$ cat config.mk
export PLATFORM = sky130hd
export DESIGN_NAME = ldr_sun_tracker_step_control
export DESIGN_NICKNAME = d
export VERILOG_FILES = /design/src/hw/rtl/ldr_pkg.sv /design/src/hw/rtl/ldr_front.sv /design/src/hw/rtl/ldr_queue.sv /design/src/hw/rtl/ldr_back.sv /design/src/hw/rtl/ldr_sun_tracker_step_control.sv
export SDC_FILE = /design/constraint.sdc
export NUM_CORES = 2
export LEC_CHECK = 0
export BUFFER_PORTS_ARGS = -buffer_cell sky130_fd_sc_hd__buf_2
export CORE_UTILIZATION = 62
export DETAILED_ROUTE_END_ITERATION = 8
export GPL_TIMING_DRIVEN = 0
export MAX_ROUTING_LAYER = met4
export PLACE_DENSITY = 0.77
export SETUP_SLACK_MARGIN = 0.3
export SLEW_MARGIN = 10
export SYNTH_ARGS = -nofsm -noshare
export SYNTH_HDL_FRONTEND = slang
export SYNTH_SLANG_ARGS = --single-unit
$ cat constraint.sdc
create_clock -name clk -period 14.3 [get_ports clk]
set_input_delay 1.43 -clock clk [delete_from_list [all_inputs] [get_ports clk]]
set_output_delay 1.43 -clock clk [all_outputs]
set_load 0.1 [all_outputs]
$ cat src/hw/rtl/ldr_pkg.sv
`timescale 1ns / 1ps

package ldr_pkg;

    localparam int ADC_W      = 12;
    localparam int ANGLE_W    = 18;
    localparam int PULSE_W    = 11;
    localparam int DB_W       = 12;
    localparam int GAIN_W     = 10;
    localparam int STEP_W     = 14;
    localparam int CFG_W      = 18;
    localparam int CFG_ADDR_W = 3;

    localparam logic [CFG_ADDR_W-1:0] CFG_DEADBAND = 3'd0;
    localparam logic [CFG_ADDR_W-1:0] CFG_GAIN     = 3'd1;
    localparam logic [CFG_ADDR_W-1:0] CFG_MIN_STEP = 3'd2;
    localparam logic [CFG_ADDR_W-1:0] CFG_MAX_STEP = 3'd3;
    localparam logic [CFG_ADDR_W-1:0] CFG_PAN_MIN  = 3'd4;
    localparam logic [CFG_ADDR_W-1:0] CFG_PAN_MAX  = 3'd5;
    localparam logic [CFG_ADDR_W-1:0] CFG_TILT_MIN = 3'd6;
    localparam logic [CFG_ADDR_W-1:0] CFG_TILT_MAX = 3'd7;

    localparam logic [DB_W-1:0]    RST_DEADBAND = 12'd60;
    localparam logic [GAIN_W-1:0]  RST_GAIN     = 10'd6;
    localparam logic [STEP_W-1:0]  RST_MIN_STEP = 14'd150;
    localparam logic [STEP_W-1:0]  RST_MAX_STEP = 14'd1000;
    localparam logic [ANGLE_W-1:0] RST_PAN_MIN  = 18'd10000;
    localparam logic [ANGLE_W-1:0] RST_PAN_MAX  = 18'd170000;
    localparam logic [ANGLE_W-1:0] RST_TILT_MIN = 18'd50000;
    localparam logic [ANGLE_W-1:0] RST_TILT_MAX = 18'd140000;

    localparam logic [ANGLE_W-1:0] RST_PAN_ANGLE  = 18'd90000;
    localparam logic [ANGLE_W-1:0] RST_TILT_ANGLE = 18'd140000;

    // The pulse is 1000 + floor((angle + 90) / 180), capped at 2000, found by a reciprocal multiply.
    localparam logic [PULSE_W-1:0] PULSE_MIN_US   = 11'd1000;
    localparam logic [PULSE_W-1:0] PULSE_MAX_US   = 11'd2000;
    localparam logic [ANGLE_W-1:0] PULSE_HALF     = 18'd90;
    localparam logic [ANGLE_W-1:0] PULSE_SAT_MDEG = 18'd179910;
    localparam int                 PULSE_RECIP_W  = 19;
    localparam logic [PULSE_RECIP_W-1:0] PULSE_RECIP = 19'd372828;
    localparam int                 PULSE_SHIFT    = 26;
    localparam int                 PULSE_Q_W      = 10;
    localparam int                 PULSE_PROD_W   = ANGLE_W + PULSE_RECIP_W;

    typedef struct packed {
        logic [ADC_W-1:0] top_left;
        logic [ADC_W-1:0] top_right;
        logic [ADC_W-1:0] bottom_left;
        logic [ADC_W-1:0] bottom_right;
    } in_word_t;

    typedef struct packed {
        logic [ANGLE_W-1:0] pan_angle_mdeg;
        logic [ANGLE_W-1:0] tilt_angle_mdeg;
        logic [PULSE_W-1:0] pan_pulse_us;
        logic [PULSE_W-1:0] tilt_pulse_us;
        logic               pan_moved;
        logic               tilt_moved;
    } out_word_t;

    typedef struct packed {
        logic [DB_W-1:0]    deadband_counts;
        logic [GAIN_W-1:0]  gain_mdeg_per_count;
        logic [STEP_W-1:0]  min_step_mdeg;
        logic [STEP_W-1:0]  max_step_mdeg;
        logic [ANGLE_W-1:0] pan_min_mdeg;
        logic [ANGLE_W-1:0] pan_max_mdeg;
        logic [ANGLE_W-1:0] tilt_min_mdeg;
        logic [ANGLE_W-1:0] tilt_max_mdeg;
    } cfg_t;

endpackage

$ cat src/hw/rtl/ldr_front.sv
`timescale 1ns / 1ps

module ldr_front #(
    parameter int SAMPLES  = 8,
    parameter int ADC_BITS = 12,
    parameter int SUM_W    = 15
) (
    input  logic               clk,
    input  logic               rst_n,
    input  logic               in_valid,
    output logic               in_stall,
    input  ldr_pkg::in_word_t  in_data,
    input  logic               q_full,
    output logic               q_push,
    output logic [4*SUM_W-1:0] q_data
);
    import ldr_pkg::*;

    localparam int CNT_W    = (SAMPLES > 1) ? $clog2(SAMPLES) : 1;
    localparam int MASK_INT = (ADC_BITS >= ADC_W) ? ((1 << ADC_W) - 1) : ((1 << ADC_BITS) - 1);
    localparam logic [ADC_W-1:0] ADC_MASK = ADC_W'(MASK_INT);

    logic [SUM_W-1:0] sum_reg [4];
    logic [SUM_W-1:0] sum_next [4];
    logic [SUM_W-1:0] total [4];
    logic [ADC_W-1:0] raw [4];
    logic [CNT_W-1:0] count_reg;
    logic [CNT_W-1:0] count_next;
    logic             last;
    logic             accept;

    assign raw[0] = in_data.top_left & ADC_MASK;
    assign raw[1] = in_data.top_right & ADC_MASK;
    assign raw[2] = in_data.bottom_left & ADC_MASK;
    assign raw[3] = in_data.bottom_right & ADC_MASK;

    assign last     = (count_reg == CNT_W'(SAMPLES - 1));
    assign in_stall = last && q_full;
    assign accept   = in_valid && !in_stall;
    assign q_push   = accept && last;

    always_comb
    begin
        for (int i = 0; i < 4; i++)
        begin
            total[i] = sum_reg[i] + SUM_W'(raw[i]);
            q_data[i*SUM_W +: SUM_W] = total[i];
        end
    end

    always_comb
    begin
        count_next = count_reg;
        for (int i = 0; i < 4; i++)
        begin
            sum_next[i] = sum_reg[i];
        end
        if (accept)
        begin
            if (last)
            begin
                count_next = '0;
                for (int i = 0; i < 4; i++)
                begin
                    sum_next[i] = '0;
                end
            end
            else
            begin
                count_next = count_reg + CNT_W'(1);
                for (int i = 0; i < 4; i++)
                begin
                    sum_next[i] = total[i];
                end
            end
        end
    end

    always_ff @(posedge clk or negedge rst_n)
    begin
        if (!rst_n)
        begin
            count_reg <= '0;
            for (int i = 0; i < 4; i++)
            begin
                sum_reg[i] <= '0;
            end
        end
        else
        begin
            count_reg <= count_next;
            for (int i = 0; i < 4; i++)
            begin
                sum_reg[i] <= sum_next[i];
            end
        end
    end

endmodule

$ cat src/hw/rtl/ldr_queue.sv
`timescale 1ns / 1ps

module ldr_queue #(
    parameter int W = 60
) (
    input  logic         clk,
    input  logic         rst_n,
    input  logic         push,
    input  logic [W-1:0] wr_data,
    output logic         full,
    input  logic         pop,
    output logic         valid,
    output logic [W-1:0] rd_data
);
    logic [W-1:0] mem [2];
    logic         wr_ptr_reg;
    logic         wr_ptr_next;
    logic         rd_ptr_reg;
    logic         rd_ptr_next;
    logic [1:0]   count_reg;
    logic [1:0]   count_next;

    assign full    = (count_reg == 2'd2);
    assign valid   = (count_reg != 2'd0);
    assign rd_data = mem[rd_ptr_reg];

    assign wr_ptr_next = push ? !wr_ptr_reg : wr_ptr_reg;
    assign rd_ptr_next = pop ? !rd_ptr_reg : rd_ptr_reg;
    assign count_next  = count_reg + {1'b0, push} - {1'b0, pop};

    always_ff @(posedge clk)
    begin
        if (push)
        begin
            mem[wr_ptr_reg] <= wr_data;
        end
    end

    always_ff @(posedge clk or negedge rst_n)
    begin
        if (!rst_n)
        begin
            wr_ptr_reg <= 1'b0;
            rd_ptr_reg <= 1'b0;
            count_reg  <= 2'd0;
        end
        else
        begin
            wr_ptr_reg <= wr_ptr_next;
            rd_ptr_reg <= rd_ptr_next;
            count_reg  <= count_next;
        end
    end

    a_no_push_when_full: assert property (@(posedge clk) disable iff (!rst_n)
        !(push && full))
        else $error("queue written while full");

    a_no_pop_when_empty: assert property (@(posedge clk) disable iff (!rst_n)
        pop |-> valid)
        else $error("queue read while empty");

endmodule

$ cat src/hw/rtl/ldr_back.sv
`timescale 1ns / 1ps

module ldr_back #(
    parameter int SAMPLES = 8,
    parameter int SUM_W   = 15
) (
    input  logic               clk,
    input  logic               rst_n,
    input  ldr_pkg::cfg_t      cfg,
    input  logic               q_valid,
    output logic               q_pop,
    input  logic [4*SUM_W-1:0] q_data,
    output logic               out_valid,
    input  logic               out_stall,
    output ldr_pkg::out_word_t out_data
);
    import ldr_pkg::*;

    // Exact floor division of a group sum by SAMPLES through a rounded-up reciprocal.
    localparam int     DIV_K     = SUM_W + ((SAMPLES > 1) ? $clog2(SAMPLES) : 0);
    localparam int     DIV_M_W   = DIV_K + 1;
    localparam longint DIV_M_INT = ((longint'(1) << DIV_K) + SAMPLES - 1) / SAMPLES;
    localparam logic [DIV_M_W-1:0] DIV_M = DIV_M_W'(DIV_M_INT);
    localparam int     PROD_W    = SUM_W + DIV_M_W;
    localparam int     RAW_W     = ADC_W + GAIN_W;
    localparam int     MOVE_W    = ANGLE_W + 2;

    function automatic logic [ANGLE_W-1:0] move_axis(
        input logic [ANGLE_W-1:0] angle,
        input logic [STEP_W-1:0]  step,
        input logic               up,
        input logic [ANGLE_W-1:0] lo,
        input logic [ANGLE_W-1:0] hi
    );
        logic signed [MOVE_W-1:0] base;
        logic signed [MOVE_W-1:0] delta;
        logic signed [MOVE_W-1:0] cand;
        logic signed [MOVE_W-1:0] lo_s;
        logic signed [MOVE_W-1:0] hi_s;
        logic [ANGLE_W-1:0]       result;
        base  = $signed({2'b00, angle});
        delta = $signed({{(MOVE_W-STEP_W){1'b0}}, step});
        lo_s  = $signed({2'b00, lo});
        hi_s  = $signed({2'b00, hi});
        cand  = up ? (base + delta) : (base - delta);
        if (cand < lo_s)
        begin
            result = lo;
        end
        else if (cand > hi_s)
        begin
            result = hi;
        end
        else
        begin
            result = cand[ANGLE_W-1:0];
        end
        return result;
    endfunction

    logic advance;

    logic              s1_valid_reg;
    logic [PROD_W-1:0] s1_prod_reg [4];

    logic [ADC_W-1:0]  mean [4];
    logic [ADC_W:0]    pair_top;
    logic [ADC_W:0]    pair_bot;
    logic [ADC_W:0]    pair_left;
    logic [ADC_W:0]    pair_right;
    logic [ADC_W-1:0]  av_top;
    logic [ADC_W-1:0]  av_bot;
    logic [ADC_W-1:0]  av_left;
    logic [ADC_W-1:0]  av_right;
    logic [ADC_W-1:0]  abs_v;
    logic [ADC_W-1:0]  abs_h;

    logic              s2_valid_reg;
    logic [ADC_W-1:0]  s2_abs_v_reg;
    logic [ADC_W-1:0]  s2_abs_h_reg;
    logic              s2_tilt_mv_reg;
    logic              s2_pan_mv_reg;
    logic              s2_tilt_up_reg;
    logic              s2_pan_up_reg;

    logic              s3_valid_reg;
    logic [RAW_W-1:0]  s3_raw_v_reg;
    logic [RAW_W-1:0]  s3_raw_h_reg;
    logic              s3_tilt_mv_reg;
    logic              s3_pan_mv_reg;
    logic              s3_tilt_up_reg;
    logic              s3_pan_up_reg;

    logic [STEP_W-1:0] step_v;
    logic [STEP_W-1:0] step_h;

    logic              s4_valid_reg;
    logic [STEP_W-1:0] s4_step_v_reg;
    logic [STEP_W-1:0] s4_step_h_reg;
    logic              s4_tilt_mv_reg;
    logic              s4_pan_mv_reg;
    logic              s4_tilt_up_reg;
    logic              s4_pan_up_reg;

    logic [ANGLE_W-1:0] pan_angle_reg;
    logic [ANGLE_W-1:0] pan_angle_next;
    logic [ANGLE_W-1:0] tilt_angle_reg;
    logic [ANGLE_W-1:0] tilt_angle_next;

    logic              s5_valid_reg;
    logic              s5_tilt_mv_reg;
    logic              s5_pan_mv_reg;

    logic [ANGLE_W-1:0]      pan_x;
    logic [ANGLE_W-1:0]      tilt_x;

    logic                    s6_valid_reg;
    logic [ANGLE_W-1:0]      s6_pan_angle_reg;
    logic [ANGLE_W-1:0]      s6_tilt_angle_reg;
    logic [PULSE_PROD_W-1:0] s6_pan_prod_reg;
    logic [PULSE_PROD_W-1:0] s6_tilt_prod_reg;
    logic                    s6_pan_sat_reg;
    logic                    s6_tilt_sat_reg;
    logic                    s6_tilt_mv_reg;
    logic                    s6_pan_mv_reg;

    logic                    out_valid_reg;
    out_word_t               out_data_reg;
    out_word_t               out_data_next;

    assign advance = !out_valid_reg || !out_stall;
    assign q_pop   = advance && q_valid;

    always_comb
    begin
        for (int i = 0; i < 4; i++)
        begin
            mean[i] = s1_prod_reg[i][DIV_K +: ADC_W];
        end
        pair_top   = {1'b0, mean[0]} + {1'b0, mean[1]};
        pair_bot   = {1'b0, mean[2]} + {1'b0, mean[3]};
        pair_left  = {1'b0, mean[0]} + {1'b0, mean[2]};
        pair_right = {1'b0, mean[1]} + {1'b0, mean[3]};
        av_top     = pair_top[ADC_W:1];
        av_bot     = pair_bot[ADC_W:1];
        av_left    = pair_left[ADC_W:1];
        av_right   = pair_right[ADC_W:1];
        abs_v      = (av_top >= av_bot) ? (av_top - av_bot) : (av_bot - av_top);
        abs_h      = (av_left >= av_right) ? (av_left - av_right) : (av_right - av_left);
    end

    always_comb
    begin
        if (s3_raw_v_reg < RAW_W'(cfg.min_step_mdeg))
        begin
            step_v = cfg.min_step_mdeg;
        end
        else if (s3_raw_v_reg > RAW_W'(cfg.max_step_mdeg))
        begin
            step_v = cfg.max_step_mdeg;
        end
        else
        begin
            step_v = s3_raw_v_reg[STEP_W-1:0];
        end
        if (s3_raw_h_reg < RAW_W'(cfg.min_step_mdeg))
        begin
            step_h = cfg.min_step_mdeg;
        end
        else if (s3_raw_h_reg > RAW_W'(cfg.max_step_mdeg))
        begin
            step_h = cfg.max_step_mdeg;
        end
        else
        begin
            step_h = s3_raw_h_reg[STEP_W-1:0];
        end
    end

    always_comb
    begin
        tilt_angle_next = tilt_angle_reg;
        pan_angle_next  = pan_angle_reg;
        if (advance && s4_valid_reg && s4_tilt_mv_reg)
        begin
            tilt_angle_next = move_axis(tilt_angle_reg, s4_step_v_reg, s4_tilt_up_reg,
                                        cfg.tilt_min_mdeg, cfg.tilt_max_mdeg);
        end
        if (advance && s4_valid_reg && s4_pan_mv_reg)
        begin
            pan_angle_next = move_axis(pan_angle_reg, s4_step_h_reg, s4_pan_up_reg,
                                       cfg.pan_min_mdeg, cfg.pan_max_mdeg);
        end
    end

    assign pan_x  = pan_angle_reg + PULSE_HALF;
    assign tilt_x = tilt_angle_reg + PULSE_HALF;

    always_comb
    begin
        out_data_next.pan_angle_mdeg  = s6_pan_angle_reg;
        out_data_next.tilt_angle_mdeg = s6_tilt_angle_reg;
        out_data_next.pan_pulse_us    = s6_pan_sat_reg ? PULSE_MAX_US :
            PULSE_MIN_US + PULSE_W'(s6_pan_prod_reg[PULSE_SHIFT +: PULSE_Q_W]);
        out_data_next.tilt_pulse_us   = s6_tilt_sat_reg ? PULSE_MAX_US :
            PULSE_MIN_US + PULSE_W'(s6_tilt_prod_reg[PULSE_SHIFT +: PULSE_Q_W]);
        out_data_next.pan_moved       = s6_pan_mv_reg;
        out_data_next.tilt_moved      = s6_tilt_mv_reg;
    end

    always_ff @(posedge clk)
    begin
        if (advance)
        begin
            for (int i = 0; i < 4; i++)
            begin
                s1_prod_reg[i] <= PROD_W'(q_data[i*SUM_W +: SUM_W]) * PROD_W'(DIV_M);
            end

            s2_abs_v_reg   <= abs_v;
            s2_abs_h_reg   <= abs_h;
            s2_tilt_mv_reg <= (abs_v > cfg.deadband_counts);
            s2_pan_mv_reg  <= (abs_h > cfg.deadband_counts);
            s2_tilt_up_reg <= (av_bot > av_top);
            s2_pan_up_reg  <= !(av_left > av_right);

            s3_raw_v_reg   <= RAW_W'(s2_abs_v_reg) * RAW_W'(cfg.gain_mdeg_per_count);
            s3_raw_h_reg   <= RAW_W'(s2_abs_h_reg) * RAW_W'(cfg.gain_mdeg_per_count);
            s3_tilt_mv_reg <= s2_tilt_mv_reg;
            s3_pan_mv_reg  <= s2_pan_mv_reg;
            s3_tilt_up_reg <= s2_tilt_up_reg;
            s3_pan_up_reg  <= s2_pan_up_reg;

            s4_step_v_reg  <= step_v;
            s4_step_h_reg  <= step_h;
            s4_tilt_mv_reg <= s3_tilt_mv_reg;
            s4_pan_mv_reg  <= s3_pan_mv_reg;
            s4_tilt_up_reg <= s3_tilt_up_reg;
            s4_pan_up_reg  <= s3_pan_up_reg;

            s5_tilt_mv_reg <= s4_tilt_mv_reg;
            s5_pan_mv_reg  <= s4_pan_mv_reg;

            s6_pan_angle_reg  <= pan_angle_reg;
            s6_tilt_angle_reg <= tilt_angle_reg;
            s6_pan_prod_reg   <= PULSE_PROD_W'(pan_x) * PULSE_PROD_W'(PULSE_RECIP);
            s6_tilt_prod_reg  <= PULSE_PROD_W'(tilt_x) * PULSE_PROD_W'(PULSE_RECIP);
            s6_pan_sat_reg    <= (pan_angle_reg >= PULSE_SAT_MDEG);
            s6_tilt_sat_reg   <= (tilt_angle_reg >= PULSE_SAT_MDEG);
            s6_tilt_mv_reg    <= s5_tilt_mv_reg;
            s6_pan_mv_reg     <= s5_pan_mv_reg;

            out_data_reg <= out_data_next;
        end
    end

    always_ff @(posedge clk or negedge rst_n)
    begin
        if (!rst_n)
        begin
            s1_valid_reg   <= 1'b0;
            s2_valid_reg   <= 1'b0;
            s3_valid_reg   <= 1'b0;
            s4_valid_reg   <= 1'b0;
            s5_valid_reg   <= 1'b0;
            s6_valid_reg   <= 1'b0;
            out_valid_reg  <= 1'b0;
            pan_angle_reg  <= RST_PAN_ANGLE;
            tilt_angle_reg <= RST_TILT_ANGLE;
        end
        else
        begin
            if (advance)
            begin
                s1_valid_reg  <= q_valid;
                s2_valid_reg  <= s1_valid_reg;
                s3_valid_reg  <= s2_valid_reg;
                s4_valid_reg  <= s3_valid_reg;
                s5_valid_reg  <= s4_valid_reg;
                s6_valid_reg  <= s5_valid_reg;
                out_valid_reg <= s6_valid_reg;
            end
            pan_angle_reg  <= pan_angle_next;
            tilt_angle_reg <= tilt_angle_next;
        end
    end

    assign out_valid = out_valid_reg;
    assign out_data  = out_data_reg;

    a_pulse_in_range: assert property (@(posedge clk) disable iff (!rst_n)
        out_valid_reg |-> (out_data_reg.pan_pulse_us >= PULSE_MIN_US)
                       && (out_data_reg.pan_pulse_us <= PULSE_MAX_US)
                       && (out_data_reg.tilt_pulse_us >= PULSE_MIN_US)
                       && (out_data_reg.tilt_pulse_us <= PULSE_MAX_US))
        else $error("servo pulse out of range");

    a_angle_moves_on_step: assert property (@(posedge clk) disable iff (!rst_n)
        (!$stable(pan_angle_reg) || !$stable(tilt_angle_reg))
            |-> $past(advance && s4_valid_reg))
        else $error("angle changed without a step in the update stage");

endmodule

$ cat src/hw/rtl/ldr_sun_tracker_step_control.sv
`timescale 1ns / 1ps

// Channel   Direction  Handshake                  Payload
// in        input      in_valid / in_stall        in_data   (ldr_pkg::in_word_t)
// out       output     out_valid / out_stall      out_data  (ldr_pkg::out_word_t)
// cfg       input      cfg_write                  cfg_addr, cfg_wdata
//
// One sensor word is taken per cycle while in_stall is low; every SAMPLES-th word closes a group
// and yields one result word, which passes through the queue and then the seven-stage step
// pipeline behind it.
// Reset is asynchronous and active low; it restores the register defaults, clears the sums
// and puts the axes at their home angles. No clearing pass is needed.
// A stalled output freezes the step pipeline; the two-entry queue keeps the input side
// running until it fills, and in_stall rises only for a word that closes a group.

module ldr_sun_tracker_step_control #(
    parameter int SAMPLES  = 8,
    parameter int ADC_BITS = 12
) (
    input  logic                              clk,
    input  logic                              rst_n,
    input  logic                              in_valid,
    output logic                              in_stall,
    input  ldr_pkg::in_word_t                 in_data,
    output logic                              out_valid,
    input  logic                              out_stall,
    output ldr_pkg::out_word_t                out_data,
    input  logic                              cfg_write,
    input  logic [ldr_pkg::CFG_ADDR_W-1:0]    cfg_addr,
    input  logic [ldr_pkg::CFG_W-1:0]         cfg_wdata
);
    import ldr_pkg::*;

    localparam int SUM_W = $clog2(SAMPLES * ((1 << ADC_W) - 1) + 1);

    cfg_t              cfg_reg;
    cfg_t              cfg_next;
    logic              q_push;
    logic              q_full;
    logic              q_pop;
    logic              q_valid;
    logic [4*SUM_W-1:0] q_wr_data;
    logic [4*SUM_W-1:0] q_rd_data;

    always_comb
    begin
        cfg_next = cfg_reg;
        if (cfg_write)
        begin
            case (cfg_addr)
                CFG_DEADBAND: cfg_next.deadband_counts     = cfg_wdata[DB_W-1:0];
                CFG_GAIN:     cfg_next.gain_mdeg_per_count = cfg_wdata[GAIN_W-1:0];
                CFG_MIN_STEP: cfg_next.min_step_mdeg       = cfg_wdata[STEP_W-1:0];
                CFG_MAX_STEP: cfg_next.max_step_mdeg       = cfg_wdata[STEP_W-1:0];
                CFG_PAN_MIN:  cfg_next.pan_min_mdeg        = cfg_wdata[ANGLE_W-1:0];
                CFG_PAN_MAX:  cfg_next.pan_max_mdeg        = cfg_wdata[ANGLE_W-1:0];
                CFG_TILT_MIN: cfg_next.tilt_min_mdeg       = cfg_wdata[ANGLE_W-1:0];
                CFG_TILT_MAX: cfg_next.tilt_max_mdeg       = cfg_wdata[ANGLE_W-1:0];
                default:      cfg_next = cfg_reg;
            endcase
        end
    end

    always_ff @(posedge clk or negedge rst_n)
    begin
        if (!rst_n)
        begin
            cfg_reg.deadband_counts     <= RST_DEADBAND;
            cfg_reg.gain_mdeg_per_count <= RST_GAIN;
            cfg_reg.min_step_mdeg       <= RST_MIN_STEP;
            cfg_reg.max_step_mdeg       <= RST_MAX_STEP;
            cfg_reg.pan_min_mdeg        <= RST_PAN_MIN;
            cfg_reg.pan_max_mdeg        <= RST_PAN_MAX;
            cfg_reg.tilt_min_mdeg       <= RST_TILT_MIN;
            cfg_reg.tilt_max_mdeg       <= RST_TILT_MAX;
        end
        else
        begin
            cfg_reg <= cfg_next;
        end
    end

    ldr_front #(
        .SAMPLES  (SAMPLES),
        .ADC_BITS (ADC_BITS),
        .SUM_W    (SUM_W)
    ) u_front (
        .clk      (clk),
        .rst_n    (rst_n),
        .in_valid (in_valid),
        .in_stall (in_stall),
        .in_data  (in_data),
        .q_full   (q_full),
        .q_push   (q_push),
        .q_data   (q_wr_data)
    );

    ldr_queue #(
        .W (4 * SUM_W)
    ) u_queue (
        .clk     (clk),
        .rst_n   (rst_n),
        .push    (q_push),
        .wr_data (q_wr_data),
        .full    (q_full),
        .pop     (q_pop),
        .valid   (q_valid),
        .rd_data (q_rd_data)
    );

    ldr_back #(
        .SAMPLES (SAMPLES),
        .SUM_W   (SUM_W)
    ) u_back (
        .clk       (clk),
        .rst_n     (rst_n),
        .cfg       (cfg_reg),
        .q_valid   (q_valid),
        .q_pop     (q_pop),
        .q_data    (q_rd_data),
        .out_valid (out_valid),
        .out_stall (out_stall),
        .out_data  (out_data)
    );

endmodule

After elaboration in Yosys (flattened, before gate mapping)
Memories as Yosys holds them, arrays and structs flattened.
Index checks and enable logic that the tools add are counted.
{"block": "word_totals", "reg_bits": 510, "mem_bits_ro": 0, "input_bits": 74, "wordCells": 155, "latch_bits": 0, "memories": 2, "ramBits": 180, "out_inout_bits": 62}
{"name": "u_queue.mem", "depth": 2, "word_bits": 60, "rd": 1, "rd_ports_with_merged_regs": 0, "wr": 1, "line_no": "ldr_queue.sv:15", "text": "logic [W-1:0] mem [2];"}
{"name": "u_back.s1_prod_reg", "depth": 4, "word_bits": 15, "rd": 4, "rd_ports_with_merged_regs": 0, "wr": 4, "line_no": "ldr_back.sv:64", "text": "logic [PROD_W-1:0] s1_prod_reg [4];"}
{"block": "op_classes", "mul": 4, "addsub": 23, "magnitude_cmp": 16, "muxes": 18, "bitwise_logic": 0, "div_mod_pow": 0, "shifts": 0, "eq_ne": 9, "reduce_logical": 24}
{"operator": "18-bit two-way mux", "n": 4}
{"operator": "18-bit by 17-bit multiplier with 34-bit output (second input constant)", "n": 2}
{"operator": "15-bit by 12-bit adder with 15-bit output", "n": 4}
{"operator": "60-bit two-way mux", "n": 1}
{"operator": "14-bit two-way mux", "n": 4}
{"operator": "12-bit by 12-bit adder with 13-bit output", "n": 4}
{"operator": "12-bit > comparator", "n": 4}
{"operator": "12-bit subtractor", "n": 4}
{"operator": "22-bit by 14-bit > comparator with 1-bit output", "n": 2}
{"operator": "22-bit by 14-bit < comparator with 1-bit output", "n": 2}
{"operator": "12-bit by 10-bit multiplier with 22-bit output", "n": 2}
{"operator": "20-bit by 19-bit > comparator with 1-bit output", "n": 2}
{"operator": "20-bit by 19-bit < comparator with 1-bit output", "n": 2}
{"operator": "20-bit two-way mux", "n": 2}
{"operator": "18-bit by 14-bit adder with 19-bit output", "n": 2}
{"operator": "18-bit by 14-bit subtractor with 19-bit output", "n": 2}
{"operator": "18-bit by 7-bit adder with 18-bit output (second input constant)", "n": 2}
{"operator": "18-bit >= comparator (second input constant)", "n": 2}
{"operator": "12-bit >= comparator", "n": 2}
{"operator": "12-bit two-way mux", "n": 2}
{"operator": "10-bit by 10-bit adder with 11-bit output (first input constant)", "n": 2}
{"operator": "2-bit AND reduction", "n": 8}
{"operator": "3-bit equality test (second input constant)", "n": 5}
{"operator": "1-bit logical AND", "n": 7}
{"operator": "other kinds (12)", "n": 21}

Longest topological paths before layout
{"block": "logic_depth", "word_depth": 7, "mapped_depth": 29, "ltp_nobuf": 29}

By module
A second synthesis with hierarchy kept.
{"block": "hier_totals", "hier_cells": 5228, "area_unflattened_um2": 54772.5}
{"mod": "ldr_back", "n_inst": 1, "cells_each": 4212, "seq_area_each_um2": 9442.8, "area_each_um2": 40237.3}
{"mod": "ldr_front", "n_inst": 1, "cells_each": 548, "seq_area_each_um2": 1576.5, "area_each_um2": 4864.7}
{"mod": "ldr_sun_tracker_step_control", "n_inst": 1, "cells_each": 266, "seq_area_each_um2": 3100.5, "area_each_um2": 4839.6}
{"mod": "ldr_queue", "n_inst": 1, "cells_each": 202, "seq_area_each_um2": 3703.6, "area_each_um2": 4830.9}

Least setup slack after synthesis
Ideal clock, no wire load.
{"block": "synth_path", "path_type": "input to register", "start": "input out_stall", "end": "register u_queue.count_reg[1]", "setup_ns": 0.080, "path_slack_ns": 2.360, "n_path_buf": 1, "t_required_ns": 14.220, "stages": 9, "arrival_ns": 11.860, "path_cell_list": "nand2_1 clkbuf_1 o21ai_0 inv_1 ha_1 inv_1 ha_1 xnor2_1 xnor2_1"}
{"block": "synth_between", "elab_chain_len": 4}
{"item": "from (decl)", "line_no": "ldr_sun_tracker_step_control.sv:26", "text": "input logic out_stall,"}
{"item": "1-bit logical NOT", "line_no": "ldr_back.sv:131", "text": "assign advance = !out_valid_reg || !out_stall;"}
{"item": "1-bit logical OR", "line_no": "ldr_back.sv:131"}
{"item": "1-bit logical AND", "line_no": "ldr_back.sv:132", "text": "assign q_pop = advance && q_valid;"}
{"item": "net q_pop", "line_no": "ldr_sun_tracker_step_control.sv:40", "text": "logic q_pop;"}
{"item": "2-bit by 1-bit subtractor with 2-bit output", "line_no": "ldr_queue.sv:29", "text": "assign count_next = count_reg + {1'b0, push} - {1'b0, pop};"}
{"item": "net u_queue.count_next[1]", "line_no": "ldr_queue.sv:21", "text": "logic [1:0] count_next;"}
{"item": "to (signal assigned)", "line_no": "ldr_queue.sv:51", "text": "count_reg <= count_next;"}
{"item": "to (decl)", "line_no": "ldr_queue.sv:20", "text": "logic [1:0] count_reg;"}
The timed path passes the listed nets, and every way through them passes these cells.
A chain may end at the register's enable or synchronous reset.

Worst setup path in the final report
{"block": "layout_path", "start": "register u_back.tilt_angle_reg[1]", "end": "register u_back.s6_tilt_prod_reg[35], data pin"}
{"block": "layout_between", "elab_chain_len": 2}
{"item": "from (decl)", "line_no": "ldr_back.sv:107", "text": "logic [ANGLE_W-1:0] tilt_angle_reg;"}
{"item": "from (signal assigned)", "line_no": "ldr_back.sv:284", "text": "tilt_angle_reg <= tilt_angle_next;"}
{"item": "18-bit by 7-bit adder with 18-bit output", "line_no": "ldr_back.sv:197", "text": "assign tilt_x = tilt_angle_reg + PULSE_HALF;"}
{"item": "18-bit by 17-bit multiplier with 34-bit output", "line_no": "ldr_back.sv:247", "text": "s6_tilt_prod_reg <= PULSE_PROD_W'(tilt_x) * PULSE_PROD_W'(PULSE_RECIP);"}
{"item": "to (signal assigned)", "line_no": "ldr_back.sv:247"}
{"item": "to (decl)", "line_no": "ldr_back.sv:121", "text": "logic [PULSE_PROD_W-1:0] s6_tilt_prod_reg;"}
No other way between the ends.

==> metrics.cfg <==
[worst_setup_path]
rr_worst_depth = 28
rrSetupSlack_ns = 6.04
startpoint_type = register
path_class = register to register
cp.required_ns = 14.67
worstReg2RegEnd = u_back.s6_tilt_prod_reg[35]
max_stage_delay_ns = 0.56
crit_fanout = 10
cp-startpoint = u_back.tilt_angle_reg[1]
cpMaxStageDelayCell = fa_1
crit_path_end_kind = register
crit_end = u_back.s6_tilt_prod_reg[35]
worst_ep_arrival_time_ns = 8.63
cp_common_cell = inv_1
reg2reg_from = u_back.tilt_angle_reg[1]

[global_routing]
grt_pass1_wl_microns = 199000
grtUsageMet3_pct = 4.62
grt-busiest-layer = met2
grt_util_met2_pct = 48.4
grt_pass1_vias = 37949
grt_usage_pct = 30.1
grt_max_degree = 107
antenna_found_initial = 2
grt-ovfl-total = 0
use_met1_pct = 39.9

[timing]
finalClockSkew_ns = 0.0536
fin_crit_ns = 8.26
rsz0062_at_grt = no
setup_viol = 0
finalHoldViolCount = 0
tns_ns = 0
fin_crit_sh_pct = 57.7
fmax_ghz = 0.121
worst_pin_slew_ns = 1.19
timing.slew.headroom_pct = 19.9
finalHoldWorstSlack_ns = 0.415
drv_slew = 0

[placed_design]
io_buffer_count = 130
place_congestion = 0.939
hpwlAfterDp_microns = 97200

[run_status]
status = finished, final reports clean

[synth]
synth_nets = 6211
synth_top_area_share_pct = 21.4
syn-instance-count = 5053
ys_types = 89
synth-seq-area-share_pct = 32.6
yosysWarnings = 0
ys_ff_latch = 606
synthArstFlopShare_pct = 38.3
synth_edf_count = 374
synth.top_cells.by_area = edfxtp_1 (21%), ha_1 (17%), fa_1 (14%)
synth.avg_cell_area_sq_um = 10.4
synth-main-ff-cell = edfxtp_1
syn-cell-area_sq_um = 52500
synth_top_cell_by_area = edfxtp_1

[worst_hold_path]
min_path_type = register to register
hold_path_depth = 0

[final_layout]
fillers = 6371
area_growth_pct = 9.03
seqCellArea_sq_um = 17100
drive_gt1_share_pct = 10.4
final_cell_mix = inv_1 (890), ha_1 (727), edfxtp_1 (374)
mostFrequentLayoutCell = inv_1
fin_util_pct = 68.4
nets = 6424
multi_input_area_sq_um = 31500
largest_register_ffs = 122

[floorplanning]
dieArea_sq_um = 85900
start_util_pct = 62.8
die_y_microns = 293
rows = 106
core_area_sq_um = 83700
die_x_microns = 293
ioPinCount = 136

[clock_network]
postCtsSetupBuffers = 0
cts-htree-levels = 3
root_buffer = clkbuf_16
cts_tree = done
clk_latency_ns = 0.67
hold_buffers = 0
cts_buffers = 71
cts_resized = 0
ctsLongestPathBuffers = 3
cts_sinks = 606
clk_pin_slew_ns = 0.06

[drt]
drc_errors = 0
dr.first_iter.drc_count = 2328
wl_per_cell_microns = 19.0
drt-pass1-iter-count = 7
vias = 36937
viasPerCell = 5.72
ant_nets = 0
wirelength_microns = 122000

[flow_run]
drv_cap = 0

## routing by layer
metal	share of wire (%)	wire, microns
met5	0	0
met2	47	57500
met1	44	54400
met3	6.2	7590
met4	2.4	2990
## critical path, delay by kind of cell, from the launching register on
kind	cells	cell delay, ns
adders and majority gates	7	3.38
AOI/OAI and AO/OA	10	2.21
and+or+nand+nor	3	0.73
xor gates and xnor gates	2	0.57
buffers and inverters	6	0.55
DFF	1	0.53
## through the flow
step | area, sq um | cells | worst slack [ns]
detailed placement | 54900 | 6327 | 6.15
global route | 57300 | 6461 | 5.66
global placement | 54600 | 6317 | -2.30
floorplan | 52500 | 5053 | 2.36
CTS | 57300 | 6459 | 6.04
finish | 57300 | 6463 | 6.04
## cell type report
class | count | share of cell area, %
sequential | 606 | 29.9
buffer | 142 | 1.01
clock inverter | 44 | 0.876
timing repair buffer | 140 | 1.57
clock buffer | 88 | 3.32
inverter | 892 | 5.85
multi-input combinational | 3413 | 55.0
antenna | 4 | 0.0175
tap | 1134 | 2.48
## kinds of logic (layout without fill, tap and decap cells)
kind of cell | Yosys count | after routing | synth area share (%)
compound gates | 844 | 844 | 10.7
xor+xnor | 258 | 258 | 4.30
fa+ha+maj | 1084 | 1084 | 30.9
buf+inv | 1034 | 1306 | 7.47
flops | 606 | 606 | 32.6
mux | 232 | 232 | 4.85
other cells | 0 | 4 | 0
simple gates | 995 | 995 | 9.25
## synthesized netlist by cell type (all sizes together), types with 79 or more instances
library cell,count
xor2,80
nor2,192
inv,890
fa,357
and2,125
nand2,328
mux2,168
a21oi,208
ha,727
edfxtp,374
o21ai,222
dfrtp,179
clkbuf,110
a21o,79
xnor2,178
## how the worst min path moves through the flow
stage,startpoint,to
2_1_floorplan,u_back.s6_tilt_mv_reg,u_back.out_data[0]
6_report,u_back.s6_tilt_angle_reg[5],u_back.out_data[29]
4_1_cts,u_back.s6_tilt_angle_reg[10],u_back.out_data[34]
5_1_grt,u_back.s6_tilt_angle_reg[2],u_back.out_data[26]
3_3_place_gp,u_back.s6_tilt_angle_reg[6],u_back.out_data[30]
3_5_place_dp,u_back.s6_tilt_angle_reg[10],u_back.out_data[34]
Power is left out: the tool's default activity adds up to more than one toggle a clock period on the data nets, which glitch-free logic cannot reach.
